`config.mk`:
```
export PLATFORM = sky130hd
export DESIGN_NAME = sgdm_csr
export DESIGN_NICKNAME = d
export VERILOG_FILES = /design/src/hdl/sgdm_pkg.sv /design/src/hdl/sgdm_scale.sv /design/src/hdl/sgdm_csr.sv
export SDC_FILE = /design/constraint.sdc
export NUM_CORES = 2
export LEC_CHECK = 0
export CAP_MARGIN = 30
export CORE_ASPECT_RATIO = 1.1
export CORE_MARGIN = 1
export CORE_UTILIZATION = 52
export DETAILED_ROUTE_END_ITERATION = 7
export DONT_BUFFER_PORTS = 1
export PLACE_DENSITY = 0.66
export SLEW_MARGIN = 20
export SYNTH_ARGS = -nofsm -noshare
export SYNTH_HDL_FRONTEND = slang
export SYNTH_SLANG_ARGS = --single-unit
```
`constraint.sdc`:
```
create_clock -name clock -period 14.91 [get_ports clock]
set_input_delay 2.2365 -clock clock [delete_from_list [all_inputs] [get_ports clock]]
set_output_delay 2.2365 -clock clock [all_outputs]
set_load 0.005 [all_outputs]
```
`src/hdl/sgdm_pkg.sv`:
```
// shared constants, types and saturation helper for the sgd momentum weight update block
// no dependencies
`default_nettype none

package sgdm_pkg;

   localparam int DATA_W     = 32;
   localparam int FACTOR_W   = 24;
   localparam int FRAC_BITS  = 24;
   localparam int BATCH_W    = 16;
   localparam int SET_W      = 4;
   localparam int ELEM_W     = 12;
   localparam int PROD_W     = DATA_W + 1;
   localparam int SUM_W      = DATA_W + 3;
   localparam int CSR_ADDR_W = 4;
   localparam int CSR_DATA_W = 32;
   localparam int REG_IDX_W  = CSR_ADDR_W - 2;

   localparam int DEF_MATRIX_ELEMENTS = 4096;
   localparam int DEF_MATRIX_COUNT    = 16;
   localparam int DEF_VECTOR_LENGTH   = 4096;

   localparam logic MODE_MATRIX = 1'b0;
   localparam logic MODE_VECTOR = 1'b1;

   localparam logic [REG_IDX_W-1:0] REG_LEARNING_RATE   = 2'd0;
   localparam logic [REG_IDX_W-1:0] REG_MOMENTUM_FACTOR = 2'd1;
   localparam logic [REG_IDX_W-1:0] REG_WEIGHT_DECAY    = 2'd2;
   localparam logic [REG_IDX_W-1:0] REG_BATCH_SIZE      = 2'd3;

   localparam logic [FACTOR_W-1:0] RESET_LEARNING_RATE   = 24'd167772;
   localparam logic [FACTOR_W-1:0] RESET_MOMENTUM_FACTOR = 24'd15099494;
   localparam logic [FACTOR_W-1:0] RESET_WEIGHT_DECAY    = 24'd0;
   localparam logic [BATCH_W-1:0]  RESET_BATCH_SIZE      = 16'd1;
   localparam logic [FACTOR_W-1:0] RESET_LR_BATCH        =
      FACTOR_W'(RESET_LEARNING_RATE / RESET_BATCH_SIZE);
   localparam logic [FACTOR_W-1:0] RESET_LR_DECAY        =
      FACTOR_W'((48'(RESET_LEARNING_RATE) * 48'(RESET_WEIGHT_DECAY)) >> FRAC_BITS);

   localparam logic [DATA_W-1:0] S32_MAX = 32'h7fff_ffff;
   localparam logic [DATA_W-1:0] S32_MIN = 32'h8000_0000;

   typedef struct packed {
      logic [FACTOR_W-1:0] momentum;
      logic [FACTOR_W-1:0] lr_batch;
      logic [FACTOR_W-1:0] lr_decay;
      logic                busy;
   } factors_type;

   typedef struct packed {
      logic [DATA_W-1:0] value;
      logic              clip;
   } sat_type;

   function automatic sat_type saturate(input logic [SUM_W-1:0] x);
      sat_type r;
      if ((&x[SUM_W-1:DATA_W-1]) || !(|x[SUM_W-1:DATA_W-1])) begin
         r.value = x[DATA_W-1:0];
         r.clip  = 1'b0;
      end else begin
         r.value = x[SUM_W-1] ? S32_MIN : S32_MAX;
         r.clip  = 1'b1;
      end
      return r;
   endfunction

endpackage

`default_nettype wire

```
`src/hdl/sgdm_scale.sv`:
```
// derived scales: bit-serial divider for lr/batch and one multiply for lr*decay
// depends on sgdm_pkg
`default_nettype none

module sgdm_scale (
   input  logic                          clock,
   input  logic                          reset,
   input  logic                          start,
   input  logic [sgdm_pkg::FACTOR_W-1:0] learning_rate,
   input  logic [sgdm_pkg::FACTOR_W-1:0] weight_decay,
   input  logic [sgdm_pkg::BATCH_W-1:0]  batch_size,
   output logic [sgdm_pkg::FACTOR_W-1:0] lr_batch,
   output logic [sgdm_pkg::FACTOR_W-1:0] lr_decay,
   output logic                          busy
);
   import sgdm_pkg::*;

   localparam int CNT_W = $clog2(FACTOR_W + 1);

   logic [CNT_W-1:0]      cnt_ff;
   logic [FACTOR_W-1:0]   quo_ff, quo_in;
   logic [BATCH_W-1:0]    rem_ff, rem_in;
   logic [BATCH_W-1:0]    div_ff;
   logic [FACTOR_W-1:0]   lr_batch_ff;
   logic [FACTOR_W-1:0]   lr_decay_ff, lr_decay_in;
   logic [BATCH_W:0]      shifted, diff;
   logic                  fits;
   logic [2*FACTOR_W-1:0] decay_prod;

   always_comb begin
      shifted = {rem_ff, quo_ff[FACTOR_W-1]};
      diff    = shifted - {1'b0, div_ff};
      fits    = shifted >= {1'b0, div_ff};
      rem_in  = fits ? diff[BATCH_W-1:0] : shifted[BATCH_W-1:0];
      quo_in  = {quo_ff[FACTOR_W-2:0], fits};
      decay_prod  = {{FACTOR_W{1'b0}}, learning_rate} * {{FACTOR_W{1'b0}}, weight_decay};
      lr_decay_in = decay_prod[FRAC_BITS +: FACTOR_W];
   end

   always_ff @(posedge clock) begin
      if (reset) begin
         cnt_ff      <= '0;
         lr_batch_ff <= RESET_LR_BATCH;
         lr_decay_ff <= RESET_LR_DECAY;
      end else if (start) begin
         cnt_ff      <= CNT_W'(FACTOR_W);
         lr_decay_ff <= lr_decay_in;
      end else if (cnt_ff != '0) begin
         cnt_ff <= cnt_ff - 1'b1;
         if (cnt_ff == CNT_W'(1)) begin
            lr_batch_ff <= quo_in;
         end
      end
   end

   always_ff @(posedge clock) begin
      if (start) begin
         quo_ff <= learning_rate;
         rem_ff <= '0;
         div_ff <= (batch_size == '0) ? BATCH_W'(1) : batch_size;
      end else if (cnt_ff != '0) begin
         quo_ff <= quo_in;
         rem_ff <= rem_in;
      end
   end

   assign lr_batch = lr_batch_ff;
   assign lr_decay = lr_decay_ff;
   assign busy     = start || (cnt_ff != '0);

endmodule

`default_nettype wire

```
`src/hdl/sgdm_csr.sv`:
```
// configuration registers behind the apb-style port, plus derived scale unit
// depends on sgdm_pkg and sgdm_scale
`default_nettype none

module sgdm_csr (
   input  logic                            clock,
   input  logic                            reset,
   input  logic                            csr_psel,
   input  logic                            csr_penable,
   input  logic                            csr_pwrite,
   input  logic [sgdm_pkg::CSR_ADDR_W-1:0] csr_paddr,
   input  logic [sgdm_pkg::CSR_DATA_W-1:0] csr_pwdata,
   output logic [sgdm_pkg::CSR_DATA_W-1:0] csr_prdata,
   output logic                            csr_pready,
   output sgdm_pkg::factors_type           factors
);
   import sgdm_pkg::*;

   logic [FACTOR_W-1:0]  lr_ff, mom_ff, wd_ff;
   logic [BATCH_W-1:0]   batch_ff;
   logic                 start_ff;
   logic                 wr;
   logic [REG_IDX_W-1:0] idx;
   logic [FACTOR_W-1:0]  lr_batch, lr_decay;
   logic                 busy;

   assign wr  = csr_psel && csr_penable && csr_pwrite;
   assign idx = csr_paddr[CSR_ADDR_W-1:2];

   always_ff @(posedge clock) begin
      if (reset) begin
         lr_ff    <= RESET_LEARNING_RATE;
         mom_ff   <= RESET_MOMENTUM_FACTOR;
         wd_ff    <= RESET_WEIGHT_DECAY;
         batch_ff <= RESET_BATCH_SIZE;
         start_ff <= 1'b0;
      end else begin
         start_ff <= wr;
         if (wr) begin
            unique case (idx)
               REG_LEARNING_RATE:   lr_ff    <= csr_pwdata[FACTOR_W-1:0];
               REG_MOMENTUM_FACTOR: mom_ff   <= csr_pwdata[FACTOR_W-1:0];
               REG_WEIGHT_DECAY:    wd_ff    <= csr_pwdata[FACTOR_W-1:0];
               REG_BATCH_SIZE:      batch_ff <= csr_pwdata[BATCH_W-1:0];
            endcase
         end
      end
   end

   always_comb begin
      unique case (idx)
         REG_LEARNING_RATE:   csr_prdata = {{(CSR_DATA_W-FACTOR_W){1'b0}}, lr_ff};
         REG_MOMENTUM_FACTOR: csr_prdata = {{(CSR_DATA_W-FACTOR_W){1'b0}}, mom_ff};
         REG_WEIGHT_DECAY:    csr_prdata = {{(CSR_DATA_W-FACTOR_W){1'b0}}, wd_ff};
         REG_BATCH_SIZE:      csr_prdata = {{(CSR_DATA_W-BATCH_W){1'b0}}, batch_ff};
      endcase
   end

   sgdm_scale u_scale (
      .clock         (clock),
      .reset         (reset),
      .start         (start_ff),
      .learning_rate (lr_ff),
      .weight_decay  (wd_ff),
      .batch_size    (batch_ff),
      .lr_batch      (lr_batch),
      .lr_decay      (lr_decay),
      .busy          (busy)
   );

   assign csr_pready        = 1'b1;
   assign factors.momentum  = mom_ff;
   assign factors.lr_batch  = lr_batch;
   assign factors.lr_decay  = lr_decay;
   assign factors.busy      = busy;

endmodule

`default_nettype wire

```
==> summary.txt <==
Synth
  – Gate Count Post-Synth: 3055
  – Area leader, netlist: sky130_fd_sc_hd__fa_1
  – Share of async-settable or async-resettable flops after synthesis: 0%
  – Register area share after synthesis: 16.1%
  – Post-synthesis average cell area: roughly 8.9 µm²
  – Netlist Area Pre-Place: 27100 µm²
  – Share of the synthesized area in the top cell type: 35.6%
  – Largest cells by area after synthesis: sky130_fd_sc_hd__fa_1, sky130_fd_sc_hd__dfxtp_1, sky130_fd_sc_hd__ha_1, sky130_fd_sc_hd__inv_1, sky130_fd_sc_hd__nand2_1
  – Commonest register cell after synthesis: sky130_fd_sc_hd__dfxtp_1
  – Post-synth cell types: approximately 70
  – FF+latch count, synth: 198
  – Count of flip-flops with a built-in enable after synthesis: 40
  – Count of warnings emitted by yosys: 0

Worst setup path
  – Capturing element type of the critical path: flop
  – Critical-path maximum fanout: 20
  – Crit Path Category: flop to flop
  – Data required time at the worst endpoint: 15.26 ns
  – Setup crit start kind: flop
  – Data arrival time of the critical path: around 8.4 ns

Drt
  – Post-DR wirelength/cell: 19.4 µm
  – Pre-Repair DR Iteration Count: 8
  – Number of antenna-violating nets in the routed design: 0
  – Routed vias: between 20000 and 25000
  – Via-per-instance ratio: 5.57
  – # DRC: 10
  – Total Routed Length: 70200 µm
  – Violation count after the first detailed-routing iteration: 1140

Clocking
  – Clock tree from TritonCTS: yes
  – Number of buffers inserted during clock tree synthesis: 17
  – H-Tree Level Count: 4
  – Post-CTS repair timing setup buffer count: 0
  – Clock-pin transition on the worst setup and hold timing paths: 0.07 ns
  – Clk root buf: sky130_fd_sc_hd__clkbuf_16
  – Buffer levels on the longest clock path: 2
  – TritonCTS sink count: 198
  – Number of hold-repair buffers added at the cts stage: 0
  – Clock latency on the worst-skew pair: 0.47 ns
  – Total of cells resized after clock tree synthesis: 0

Die
  – Starting density of the core: 52.8%
  – Standard cell core area: 51400 µm²
  – Vert. Die Dim: roughly 240 µm
  – Overall die width: 220 µm
  – # rows: a little under 90
  – Die area: approximately 53000 µm²
  – Number of top-level pins: 147

Timing
  – Slew at the pin with the worst max-slew slack: 0.991 ns
  – Hold Slack: 0.466 ns
  – Share of the clock period used by the worst path after layout: a little over half
  – Minimum setup slack in the final design: around 7 ns
  – Highest clock frequency the design can meet: 124 MHz
  – RSZ-0062 raised after global routing: no
  – Total count of hold-check failures in the final report: 0
  – Setup TNS: 0 ns
  – Final critical delay including setup and external delays: 8.08 ns
  – Clk_skew: 0.00877 ns
  – Setup violation total in the final timing report: 0
  – Max-slew violation count: 0
  – Relative slew margins: approximately 34%

Cells and area
  – Fraction of layout cells with a size suffix above 1: 4.78%
  – Most common cell after layout, fill and taps aside: sky130_fd_sc_hd__inv_1
  – Net count, final: ~3600
  – Fill count: 4622
  – Diode insertion count for antenna repair: 0
  – Post-layout utilization of the core: 55.1%
  – Area growth from synthesis to final layout: 4.35%
  – Commonest cells after routing, fill and taps aside: sky130_fd_sc_hd__inv_1, sky130_fd_sc_hd__nand2_1, sky130_fd_sc_hd__fa_1

Power
  – Total power consumption of the routed design: roughly 1.7 mW
  – Max rail drop VDD: about 0.077 mV
  – Power density of the placed cells: 61.8 nW/µm²
  – LEAKAGE: 13.4 nW

Global routing
  – Remaining global-route overflow: 0
  – Largest net degree at the start of global routing: 131
  – Initial antenna violation count: 1
  – Vias in the first global route: 21614
  – Global router's overall resource usage: between 20 and 30%
  – Wire length of the first global-routing pass: about 110000 µm

Placement
  – Count of port buffers added during placement: 0
  – Final HPWL DP: 52800 µm
  – Final weighted congestion in routability-driven placement: 0.855
  – Placement Setup Slack: 6.84 ns

Flow run
  – Maximum capacitance violations: 0

Run status
  – Failing checks: design-rule violations
  – Status: finished with violations

Min path
  – Class of the most critical hold timing path: flop to flop
## cell usage after synthesis (all sizes together) (3+ instances only)
library cell / count
and4: 4
xor2: 11
nand3: 18
or2: 3
mux2: 23
mux4: 16
o21a: 7
nor4b: 3
nand3b: 35
o21ai: 51
xnor2: 23
nor4: 5
nand4: 11
nand2: 562
o31a: 3
nor3b: 5
edfxtp: 40
and3: 6
ha: 189
dfxtp: 158
nor2: 64
buf: 20
fa: 482
inv: 572
clkbuf: 183
a21boi: 3
o21bai: 3
a21o: 13
a211oi: 13
o31ai: 3
and2: 295
o211ai: 3
or3: 8
nor3: 15
a31oi: 8
a21oi: 128
nor2b: 8
a2111oi: 5
mux2i: 28
## flip-flops by register name, indices dropped and copies added, names as in the netlist
| name | cells |
|---|---|
| mom_ff | 24 |
| batch_ff | 16 |
| u_scale.quo_ff | 24 |
| u_scale.div_ff | 16 |
| lr_ff | 24 |
| u_scale.lr_batch | 24 |
| u_scale.rem_ff | 16 |
| start_ff | 1 |
| wd_ff | 24 |
| u_scale.cnt_ff | 5 |
| u_scale.lr_decay | 24 |
## through the flow
stage	instances	area (µm²)
floorplan	3062	27200
global placement	3571	27500
detailed placement	3578	27600
CTS	3610	28200
global route	3616	28300
finish	3616	28300
## final cells by class
class / instances / area (µm²) / share of cell area (%)
multi-input combinational: 2089 / 19800 / 70.1
timing repair buffer: 58 / 507 / 1.79
sequential: 198 / 4370 / 15.4
inverter: 572 / 2150 / 7.58
clock buffer: 23 / 499 / 1.76
clock inverter: 9 / 105 / 0.371
tap: 667 / 835 / 2.95
## cells by family after synthesis
family	after synthesis	share of synthesized area, %
flops	198	16.1
other cells	2	0.0277
mux	67	3.32
xor+xnor	34	1.10
fa+ha+maj	671	44.3
simple gates	1049	18.6
compound gates	259	5.71
buf+inv	775	10.9
## per-layer routing
layer / share of wire, % / GRT usage, % / wire length (µm) / vias to the layer above
met5: 0 / 0 / 0 / -
met2: 52 / 48.9 / 36300 / 668
met3: 5.9 / 5.25 / 4170 / 180
li1: - / - / - / 9002
met1: 38 / 33.7 / 27000 / 10287
met4: 3.9 / 10.3 / 2770 / 0
## power breakdown
| part | leakage, nW | switching [mW] | internal, mW |
|---|---|---|---|
| combinational | 11.4 | 0.305 | 0.234 |
| sequential | 1.66 | 0.0695 | 0.652 |
| clock | 0.296 | 0.229 | 0.258 |
| total | 13.4 | 0.604 | 1.14 |
## worst max-delay path, stage by stage, from the launching register on
cell and delay (ns):
sky130_fd_sc_hd__dfxtp_1 0.65, sky130_fd_sc_hd__buf_4 0.39, sky130_fd_sc_hd__nand2_1 0.13, sky130_fd_sc_hd__fa_1 0.54, sky130_fd_sc_hd__fa_1 0.55, sky130_fd_sc_hd__inv_1 0.05, sky130_fd_sc_hd__fa_1 0.47, sky130_fd_sc_hd__fa_1 0.62
sky130_fd_sc_hd__fa_1 0.46, sky130_fd_sc_hd__fa_1 0.50, sky130_fd_sc_hd__inv_1 0.05, sky130_fd_sc_hd__fa_1 0.47, sky130_fd_sc_hd__inv_1 0.04, sky130_fd_sc_hd__ha_1 0.33, sky130_fd_sc_hd__a21oi_1 0.16, sky130_fd_sc_hd__o21ai_0 0.14
sky130_fd_sc_hd__a311oi_1 0.66, sky130_fd_sc_hd__o22ai_1 0.22, sky130_fd_sc_hd__o21ai_0 0.52, sky130_fd_sc_hd__or3b_1 0.49, sky130_fd_sc_hd__a31oi_1 0.27, sky130_fd_sc_hd__xnor2_1 0.16, sky130_fd_sc_hd__o21ai_1 0.07
## path summary, 6_finish.rpt
| check | startpoint | end | slack (ns) | cells after the start |
|---|---|---|---|---|
| max | lr_ff[11] | u_scale.lr_decay[23] | 6.83 | 22 |
| min | u_scale.lr_decay[14] | u_scale.lr_decay[14] | 0.47 | 2 |
| max reg2reg | lr_ff[11] | u_scale.lr_decay[23] | 6.83 | 22 |
| min reg2reg | u_scale.lr_decay[14] | u_scale.lr_decay[14] | 0.47 | 2 |
Note: power is estimated with default switching activity, not from simulation.
